--- config.mk ---
export PLATFORM = sky130hd
export DESIGN_NAME = kest_ctrl
export DESIGN_NICKNAME = d
export VERILOG_FILES = /design/src/hdl/keyed_event_stack_table_macros.svh /design/src/hdl/kest_pkg.sv /design/src/hdl/kest_ctrl.sv
export SDC_FILE = /design/constraint.sdc
export NUM_CORES = 1
export LEC_CHECK = 0
export BUFFER_PORTS_ARGS = -buffer_cell sky130_fd_sc_hd__buf_2
export CAP_MARGIN = 10
export CORE_AREA = 3 3 40 42
export DETAILED_ROUTE_END_ITERATION = 8
export DIE_AREA = 0 0 43 45
export PLACE_DENSITY = 0.49
export SLEW_MARGIN = 5
export SYNTH_ARGS = -nofsm -noshare
export SYNTH_HDL_FRONTEND = slang
export SYNTH_SLANG_ARGS = --single-unit
--- constraint.sdc ---
create_clock -name clk_i -period 1.65 [get_ports clk_i]
set_clock_uncertainty 0.1 [all_clocks]
set_input_delay 0.2475 -clock clk_i [delete_from_list [all_inputs] [get_ports clk_i]]
set_output_delay 0.2475 -clock clk_i [all_outputs]
set_load 0.01 [all_outputs]
--- src/hdl/keyed_event_stack_table_macros.svh ---
// Assertion macros for the keyed event stack table.
// Included by files that carry concurrent checks; no other dependencies.
`ifndef KEYED_EVENT_STACK_TABLE_MACROS_SVH
`define KEYED_EVENT_STACK_TABLE_MACROS_SVH

`ifndef SYNTHESIS

// Same-cycle implication check
`define KEST_ASSERT_NOW(name, clk, rstn, ante, cons, msg) \
  name: assert property (@(posedge clk) disable iff (!(rstn)) (ante) |-> (cons)) \
    else $error(msg);

// Next-cycle implication check
`define KEST_ASSERT_NEXT(name, clk, rstn, ante, cons, msg) \
  name: assert property (@(posedge clk) disable iff (!(rstn)) (ante) |=> (cons)) \
    else $error(msg);

`else

`define KEST_ASSERT_NOW(name, clk, rstn, ante, cons, msg)
`define KEST_ASSERT_NEXT(name, clk, rstn, ante, cons, msg)

`endif

`endif

--- src/hdl/kest_pkg.sv ---
// Shared types and constants for the keyed event stack table.
// Used by the controller, the datapath and the top level; no dependencies.
`default_nettype none

package kest_pkg;

  // Table geometry
  localparam int unsigned TABLE_CAPACITY = 64;
  localparam int unsigned STACK_DEPTH    = 30;
  localparam int unsigned HANDLE_WIDTH   = 16;

  // Field widths
  localparam int unsigned KEY_W    = 32;
  localparam int unsigned IDX_W    = 6;
  localparam int unsigned STATUS_W = 3;

  // Derived widths
  localparam int unsigned SLOT_W      = $clog2(TABLE_CAPACITY);
  localparam int unsigned CNT_W       = $clog2(STACK_DEPTH + 1);
  localparam int unsigned LOGC_W      = $clog2(TABLE_CAPACITY + 1);
  localparam int unsigned STACK_WORDS = TABLE_CAPACITY * STACK_DEPTH;
  localparam int unsigned STACK_AW    = $clog2(STACK_WORDS);

  typedef enum logic [1:0] {
    OP_PUSH = 2'd0,
    OP_POP  = 2'd1,
    OP_READ = 2'd2,
    OP_NONE = 2'd3
  } opcode_e;

  typedef enum logic [STATUS_W-1:0] {
    ST_OK          = 3'd0,
    ST_LOG_FULL    = 3'd1,
    ST_STACK_FULL  = 3'd2,
    ST_KEY_UNKNOWN = 3'd3,
    ST_STACK_EMPTY = 3'd4,
    ST_INDEX_RANGE = 3'd5
  } status_e;

  typedef struct packed {
    opcode_e                 opcode;
    logic [KEY_W-1:0]        key;
    logic [HANDLE_WIDTH-1:0] handle;
    logic [IDX_W-1:0]        log_index;
  } in_item_t;

  typedef struct packed {
    logic [STATUS_W-1:0]     status;
    logic [HANDLE_WIDTH-1:0] result_handle;
    logic [LOGC_W-1:0]       event_count;
  } out_item_t;

  // Step commands from the controller to the datapath
  typedef struct packed {
    logic capture;
    logic match;
    logic count;
    logic access;
    logic finish;
  } cmd_t;

endpackage

`default_nettype wire

--- src/hdl/kest_ctrl.sv ---
// Sequencer for the keyed event stack table: input and output handshakes
// and the per-item step commands. Depends on kest_pkg.
`default_nettype none

module kest_ctrl (
  input  logic          clk_i,
  input  logic          rst_ni,
  input  logic          in_valid_i,
  output logic          in_ready_o,
  output logic          out_valid_o,
  input  logic          out_ready_i,
  output kest_pkg::cmd_t cmd_o
);
  import kest_pkg::*;

  typedef enum logic [4:0] {
    S_IDLE   = 5'b00001,
    S_MATCH  = 5'b00010,
    S_COUNT  = 5'b00100,
    S_ACCESS = 5'b01000,
    S_DONE   = 5'b10000
  } state_e;

  state_e state_q, state_d;
  logic   out_valid_q, out_valid_d;
  logic   finish;

  assign in_ready_o  = (state_q == S_IDLE);
  assign out_valid_o = out_valid_q;

  // Load the output register once it is empty or being drained
  assign finish = (state_q == S_DONE) && (!out_valid_q || out_ready_i);

  // Drive step commands
  always_comb begin
    cmd_o.capture = in_valid_i && (state_q == S_IDLE);
    cmd_o.match   = (state_q == S_MATCH);
    cmd_o.count   = (state_q == S_COUNT);
    cmd_o.access  = (state_q == S_ACCESS);
    cmd_o.finish  = finish;
  end

  // Advance through the steps of one item
  always_comb begin
    state_d = state_q;
    case (state_q)
      S_IDLE: begin
        if (in_valid_i) state_d = S_MATCH;
      end
      S_MATCH:  state_d = S_COUNT;
      S_COUNT:  state_d = S_ACCESS;
      S_ACCESS: state_d = S_DONE;
      S_DONE: begin
        if (finish) state_d = S_IDLE;
      end
      default:  state_d = S_IDLE;
    endcase
  end

  // Hold the result valid until taken
  always_comb begin
    out_valid_d = out_valid_q;
    if (finish) begin
      out_valid_d = 1'b1;
    end else if (out_ready_i) begin
      out_valid_d = 1'b0;
    end
  end

  always_ff @(posedge clk_i or negedge rst_ni) begin
    if (!rst_ni) begin
      state_q     <= S_IDLE;
      out_valid_q <= 1'b0;
    end else begin
      state_q     <= state_d;
      out_valid_q <= out_valid_d;
    end
  end

endmodule

`default_nettype wire

-- Word level (Yosys, flattened, before mapping)
Index checks and enable logic that the tools add are counted.
- bits of input ports: 4
- output and inout port bits: 7
- bits in registers: 6
- word-level logic and storage cells: 20
- multiplexer cells: 5
- equality and inequality tests: 7
- reductions and logical operators: 6
- operator list (kind ; number):
    one-hot mux 5 bit (5 select lines) ; 1
    two-way mux 5 bit ; 2
    == test 5 x 1 -> 1 bit, second input constant ; 1
    == test 5 x 2 -> 1 bit, second input constant ; 1
    == test 5 x 3 -> 1 bit, second input constant ; 1
    == test 5 x 4 -> 1 bit, second input constant ; 1
    == test 5 bit, second input constant ; 1
    inequality test 2 bit, second input constant ; 2
    logical AND 1 bit ; 2
    two-way mux 1 bit ; 2
    AND reduction 2 bit ; 1
    nonzero test 2 bit ; 1
    logical NOT 1 bit ; 1
    logical OR 1 bit ; 1

-- Logic depth before layout (Yosys ltp)
Gate-level depths: netlist (run 1).
- depth after elaboration: 5
- gate-level depth with buffers: 4

-- Least setup slack after synthesis (run 1)
No wires, ideal clock.
- kind: register to output
- from: register state_q[1]
- to: output cmd_o[0] (netlist name)
- path buffers: 1
- slack: -0.122 ns
- cell stages (with the launch flop): 5
- arrival time: 1.425 ns
- path through: dfrtp_1 > or3_4 > or3b_1 > a21oi_2 > buf_4
- word-level cells in the longest chain between the ends: 2
- RTL lines (element ; line ; text):
    start, declared ; kest_ctrl.sv:24 ; state_e state_q, state_d;
    start signal, assigned ; kest_ctrl.sv:75 ; state_q <= state_d;
    == test 5 bit ; kest_ctrl.sv:32 ; assign finish = (state_q == S_DONE) && (!out_valid_q || out_ready_i);
    logical AND 1 bit ; kest_ctrl.sv:32 ;
    end, declared ; kest_ctrl.sv:12 ; output kest_pkg::cmd_t cmd_o
No other way between the ends.

==> run metrics, run 1 <==
Syn-to-layout area delta 61.5%; Die Ht 45 µm; utilization after layout 40.9%; fin. max-slew vios 0; number of port buffers 10; Async SR Flop Fraction 100%; Setup crit end kind output pin; status complete, but fails checks; pin count of the biggest net entering global routing 8; HP Class input pin to register; Synth Instances 34; cell at the root of the clock tree clkbuf_4; setup TNS -430 ps; Synth top cells by count dfrtp_1, nor2_1, inv_1; HP Start in_valid_i; nets@finish 60; Slew @ Worst Pin approximately 210 ps; crit-path max FO 2; final worst-path cycle share 117%; Yosys top cell area share around two fifths; TritonCTS buffer count 3; FF-to-FF path depth 5; met1 usage between 10% and 20%; clock slew at reported path FFs 50 ps; max_cap viols 0; met2 usage a little over a tenth; Lkg Pwr approximately 0.26 nW; final number of hold-violating endpoints 0; switching pwr 0.308 mW; max_slew headroom between 80% and 90%; core region area 1280 µm²; row count 13; Yosys top cell by area dfrtp_1; Mapped Area 325 µm²; DRT Wirelength ~700 µm; H-tree lvl count 1; Initial Util 25.3%; clock power share between 10% and 20%; startpoint types register; Routability Congestion about 0.70; 1st-iter DRT viols 0; number of global-route vias before repair around 270; sequential share of power 24.3%; CTS Sinks 6; GRT Max-Usage Layer met2; Antenna Cells 0; Sw Ratio 34.4%; crit path time final 1930 ps; RR Endpoint state_q[0]; dominant cells by area after synthesis dfrtp_1, dfstp_2, and3_2, buf_4, nor2_1; CP Data Required Time roughly 1300 ps; register area share after synthesis 46.5%; power per cell area 1700 nW/µm²; WS Path Type register to output pin; Post-synth EDFFs 0; RSZ-0062 raised after global routing true; antenna violation net count after detailed routing 0; Yosys cell types 20; TritonCTS clock tree yes; failing checks setup timing; dpl cells 61; worst-skew pair later-pin latency ~250 ps; Fmax around 520 MHz; final setup margin -285 ps; r2r setup slk 180 ps; initial antenna violation count 0; Worst EP arrival approximately 1600 ps; Final setup viols 3; Syn Area/Cell 9.57 µm²; GRT Total Usage 8.48%; combinational power share between 50% and 60%; FF+latch count, synth 6; synth warn 0; startpoint of the worst register-to-register path state_q[2]; Syn Nets 38; vias per inst 4.33; Hold Path End state_q[0]; DR pass1 iterations 1; CTS max path bufs 2; DP HPWL around 520 µm; top-count cell post-synth dfrtp_1; gr ovfl total 0; hold depth 2; Main synth FF type dfrtp_1; fin cells 70; routed via count 303; Horiz. Die Dim 43 µm; GR Layer Usage met3 about 5.2%; share of cells above drive strength 1 between 60% and 70%; IO Pins 11; DRC Markers 0; Die ar. a little under 2000 µm²; VDD IR-drop max around 0.75 mV; first-pass GRT wire length 1.14 mm; Pint 0.588 mW; DR WL/cell a little over 10 µm; Setup Slack @ Placement -43.7 ps
==> sequential cells by signal, summed over array words and instances, names as in the netlist <==
register     count
state_q          5
out_valid_o      1
==> worst max-delay path by stage <==
stage,start,to,slack (ps),cells after the start
final,state_q[2],cmd_o[0],-280,4
after global routing,state_q[0],cmd_o[0],-340,4
after CTS,state_q[2],cmd_o[0],-300,4
after detailed placement,state_q[0],cmd_o[0],-40,4
after global placement,state_q[1],cmd_o[0],-50,4
after floorplan,state_q[1],cmd_o[0],-80,4
==> metal layers <==
layer  routed length (µm)  vias to the layer above
met5                    0                        -
met4                   10                        0
met3                   39                        2
met2                  333                        6
met1                  329                      139
li1                     -                      156
==> cell type report <==
cell class,count,area (µm²)
fillers,130,759
repair buffers,19,134
flip-flops and latches,6,151
inverters,3,11.3
well taps,15,18.8
multi-input cells,23,184
clock buffers,4,26.3
==> critical path, stage by stage (launching register included) <==
cell and delay, ps:
dfrtp_1 390, or3_4 340, or3b_4 380, a21oi_2 100, buf_2 130
==> what timing repair did <==
action / in CTS / in global routing
setup endpoints to repair: 5 / 6
resized for setup: 1 / 12
buffers inserted: 0 / 4
gates cloned: 0 / 0
hold endpoints to repair: 6 / 0
hold buffers: 1 / 0
==> metrics by stage <==
step / cell area [µm²] / hold slack (ps) / total power, mW
CTS: 448 / 78.0 / 0.738
finish: 526 / 89.8 / 0.896
global placement: 409 / -22.5 / 0.572
floorplan: 325 / -148 / 0.431
detailed placement: 409 / -24.3 / 0.578
global route: 526 / 83.1 / 0.972
==> power by group through the flow <==
stage / Sequential, mW / Clock, mW / Combinational (mW)
global route: 0.222 / 0.165 / 0.586
floorplan: 0.242 / 0 / 0.189
CTS: 0.216 / 0.158 / 0.364
global placement: 0.218 / 0 / 0.354
finish: 0.218 / 0.148 / 0.530
detailed placement: 0.218 / 0 / 0.360
==> placed cells by master (no fill, tap or decap) <==
cell | Yosys | layout
and2_1 | 2 | 2
a21oi_2 | 1 | 1
o22ai_1 | 1 | 1
clkbuf_4 | 0 | 3
o21ai_0 | 2 | 2
buf_6 | 0 | 3
or3_4 | 1 | 1
clkbuf_1 | 0 | 1
and3_2 | 2 | 1
dfrtp_1 | 5 | 5
nor2_2 | 0 | 2
or3b_4 | 0 | 1
o211a_1 | 1 | 1
nand2_1 | 1 | 1
dfstp_2 | 1 | 1
buf_2 | 0 | 9
nor3_2 | 0 | 1
a21oi_1 | 1 | 1
nand4bb_1 | 1 | 1
nor2_1 | 4 | 1
inv_2 | 0 | 1
nand2b_1 | 1 | 1
xor2_1 | 1 | 1
and3_4 | 0 | 1
dlygate4sd3_1 | 0 | 1
nand3_4 | 0 | 1
nor3_1 | 2 | 1
nor2_4 | 0 | 1
inv_1 | 3 | 2
buf_4 | 2 | 6
==> cells by family (layout without fill, tap and decap cells) <==
group	Yosys count	after routing	share of synthesized area [%]
AOI/OAI and AO/OA	6	6	12.3
buffers and inverters	5	26	8.08
and+or+nand+nor	16	16	30.4
xor gates and xnor gates	1	1	2.69
DFF	6	6	46.5
Power figures use the tool's default switching activity.
==> run 2: changes to the inputs <==
--- a/config.mk
+++ b/config.mk
@@ -5,12 +5,14 @@
 export SDC_FILE = /design/constraint.sdc
 export NUM_CORES = 1
 export LEC_CHECK = 0
+export ABC_CLOCK_PERIOD_IN_PS = 1650
 export BUFFER_PORTS_ARGS = -buffer_cell sky130_fd_sc_hd__buf_2
 export CAP_MARGIN = 10
 export CORE_AREA = 3 3 40 42
 export DETAILED_ROUTE_END_ITERATION = 8
 export DIE_AREA = 0 0 43 45
 export PLACE_DENSITY = 0.49
+export REMOVE_ABC_BUFFERS = 1
 export SLEW_MARGIN = 5
 export SYNTH_ARGS = -nofsm -noshare
 export SYNTH_HDL_FRONTEND = slang
==> run 2 against run 1 <==
  * The run still ends with setup timing left
  * Worst setup slack worse by 0.99 ps
  * Register-to-register slack lost 80 ps
  * Clock power fell by 3%
  * Utilization shrank 3.5 points
  * Largest cell class unchanged
==> run metrics, run 2 (synthesis results as in run 1) <==
startpoint types register; utilization after layout 37.4% (-3.5 points); CP Data Required Time 1300 ps (about the same); row count 13 (unchanged); H-tree lvl count 1 (unchanged); gr ovfl total 0 (unchanged); Slowest-stage cell, CP or3b_4; Slowest Stage Delay on Critical Path 380 ps (about the same); share of cells above drive strength 1 50.0% (-10 points); worst-skew pair later-pin latency 240 ps (about the same); DRT Wirelength 679 µm (-4.9%); TritonCTS buffer count 3 (unchanged); CTS max path bufs 2 (unchanged); initial antenna violation count 0 (unchanged); crit path time final 1940 ps (+0.995 ps); Top reg by flops state_q; core region area 1280 µm² (unchanged); WS Path Type register to output pin; cell at the root of the clock tree clkbuf_4; Fmax 517 MHz (about the same); RSZ-0062 raised after global routing true; Die ar. 1940 µm² (unchanged); failing checks setup timing; crit-path max FO 2 (unchanged); Initial Util 25.3% (unchanged); Die Ht 45 µm (unchanged); nets@finish 59 (-1.7%); most frequent cells in the layout buf_2, dfrtp_1, buf_4; CTS Sinks 6 (unchanged); final setup margin -286 ps (-0.995 ps); number of global-route vias before repair 301 (+10%); dpl cells 61 (unchanged); TritonCTS clock tree yes; clock slew at reported path FFs 40 ps (about the same); final number of hold-violating endpoints 0 (unchanged); max FFs per register 5 (unchanged); CP bufs+invs 1 (unchanged); Setup crit end kind output pin; CP startpoint state_q[1]; GRT Total Usage 8.63% (+0.15 points); Final setup viols 3 (unchanged); HP Start in_valid_i; Worst EP arrival 1590 ps (about the same); final worst-path cycle share 117% (about the same); first-pass GRT wire length 1.25 mm (+9.7%); fin cells 69 (-1.4%); power per cell area 1680 nW/µm² (-1.6%); DR pass1 iterations 4 (+3); Lkg Pwr 0.250 nW (-4.8%); power consumption 0.806 mW (-10%); Slew @ Worst Pin 286 ps (+72.9 ps); vias per inst 4.39 (+1.4%); antenna violation net count after detailed routing 0 (unchanged); Antenna Cells 0 (unchanged); DP Area 409 µm² (unchanged); number of port buffers 10 (unchanged); status complete, but fails checks; DRC Markers 0 (unchanged); VDD IR-drop max 0.909 mV (+21%); max_slew headroom 80.9% (-4.9 points); critical path, cell by cell or3_4 -> or3b_4 -> a21oi_2 -> buf_2; pin count of the biggest net entering global routing 8 (unchanged); fin. max-slew vios 0 (unchanged); commonest non-fill, non-tap cell in the layout buf_2; routed via count 303 (unchanged); HP Class input pin to register; DP HPWL 534 µm (+3.5%); Horiz. Die Dim 43 µm (unchanged); IO Pins 11 (unchanged); Setup Slack @ Placement -104 ps (-60.6 ps); 1st-iter DRT viols 1 (+1); max_cap viols 0 (unchanged); DR WL/cell 9.84 µm (-3.5%); Syn-to-layout area delta 47.7%; startpoint of the worst register-to-register path state_q[1]; Routability Congestion 0.723 (+2.8%); delay-heaviest family, CP simple AND/OR/NAND/NOR gates; Final Cell Area 480 µm² (-8.6%)
==> run 2: metrics by stage <==
stage	setup TNS (ps)	hold WS [ps]
floorplan	-60.2	-148
global placement	-95.5	-22.9
detailed placement	-104	-22.7
CTS	-570	81.7
global route	-1130	77.9
finish	-594	88.4
==> run 2: area by class of cell <==
cell class,count,area [µm²]
inverter,3,11.3
tap,15,18.8
multi-input combinational,23,153
timing repair buffer,18,120
fill,138,805
clock buffer,4,26.3
sequential,6,151
==> run 2: timing repair <==
action	CTS	global route
hold buffers	1	0
setup buffers	1	4
gates resized for setup	2	3
endpoints found under the hold margin	6	0
pin swaps	2	1
setup endpoints to repair	4	6
==> run 2: power by group <==
group	internal [mW]	total [mW]	leakage [nW]	switching, mW
Combinational	0.253	0.447	0.156	0.194
Sequential	0.194	0.216	0.0791	0.0222
Clock	0.0915	0.143	0.0150	0.0517
Total	0.538	0.806	0.250	0.268
==> run 2: metal layers <==
metal	vias up	routed length (µm)	part of all wire (%)	track usage, %
li1	153	-	-	-
met1	144	305	45	10.6
met2	6	337	50	13.5
met3	0	37	5.4	4.78
met4	0	0	0	1.81
met5	-	0	0	0
==> run 2: worst reg2reg max path, delay by kind of cell, from the launching register on <==
kind                   cells  cell delay, ps
buffers and inverters      3             340
AOI/OAI and AO/OA          2             280
DFF                        1             370
and+or+nand+nor            1             370
==> run 2: final timing paths <==
path | end | slack (ps) | cells past startpoint
min in group asynchronous | state_q[2] | 250 | 2
hold reg to reg | out_valid_o | 480 | 2
max in group asynchronous | state_q[0] | 970 | 2
setup / recovery | cmd_o[0] | -290 | 4
setup reg to reg | state_q[0] | 100 | 6
hold / removal | state_q[0] | 90 | 2
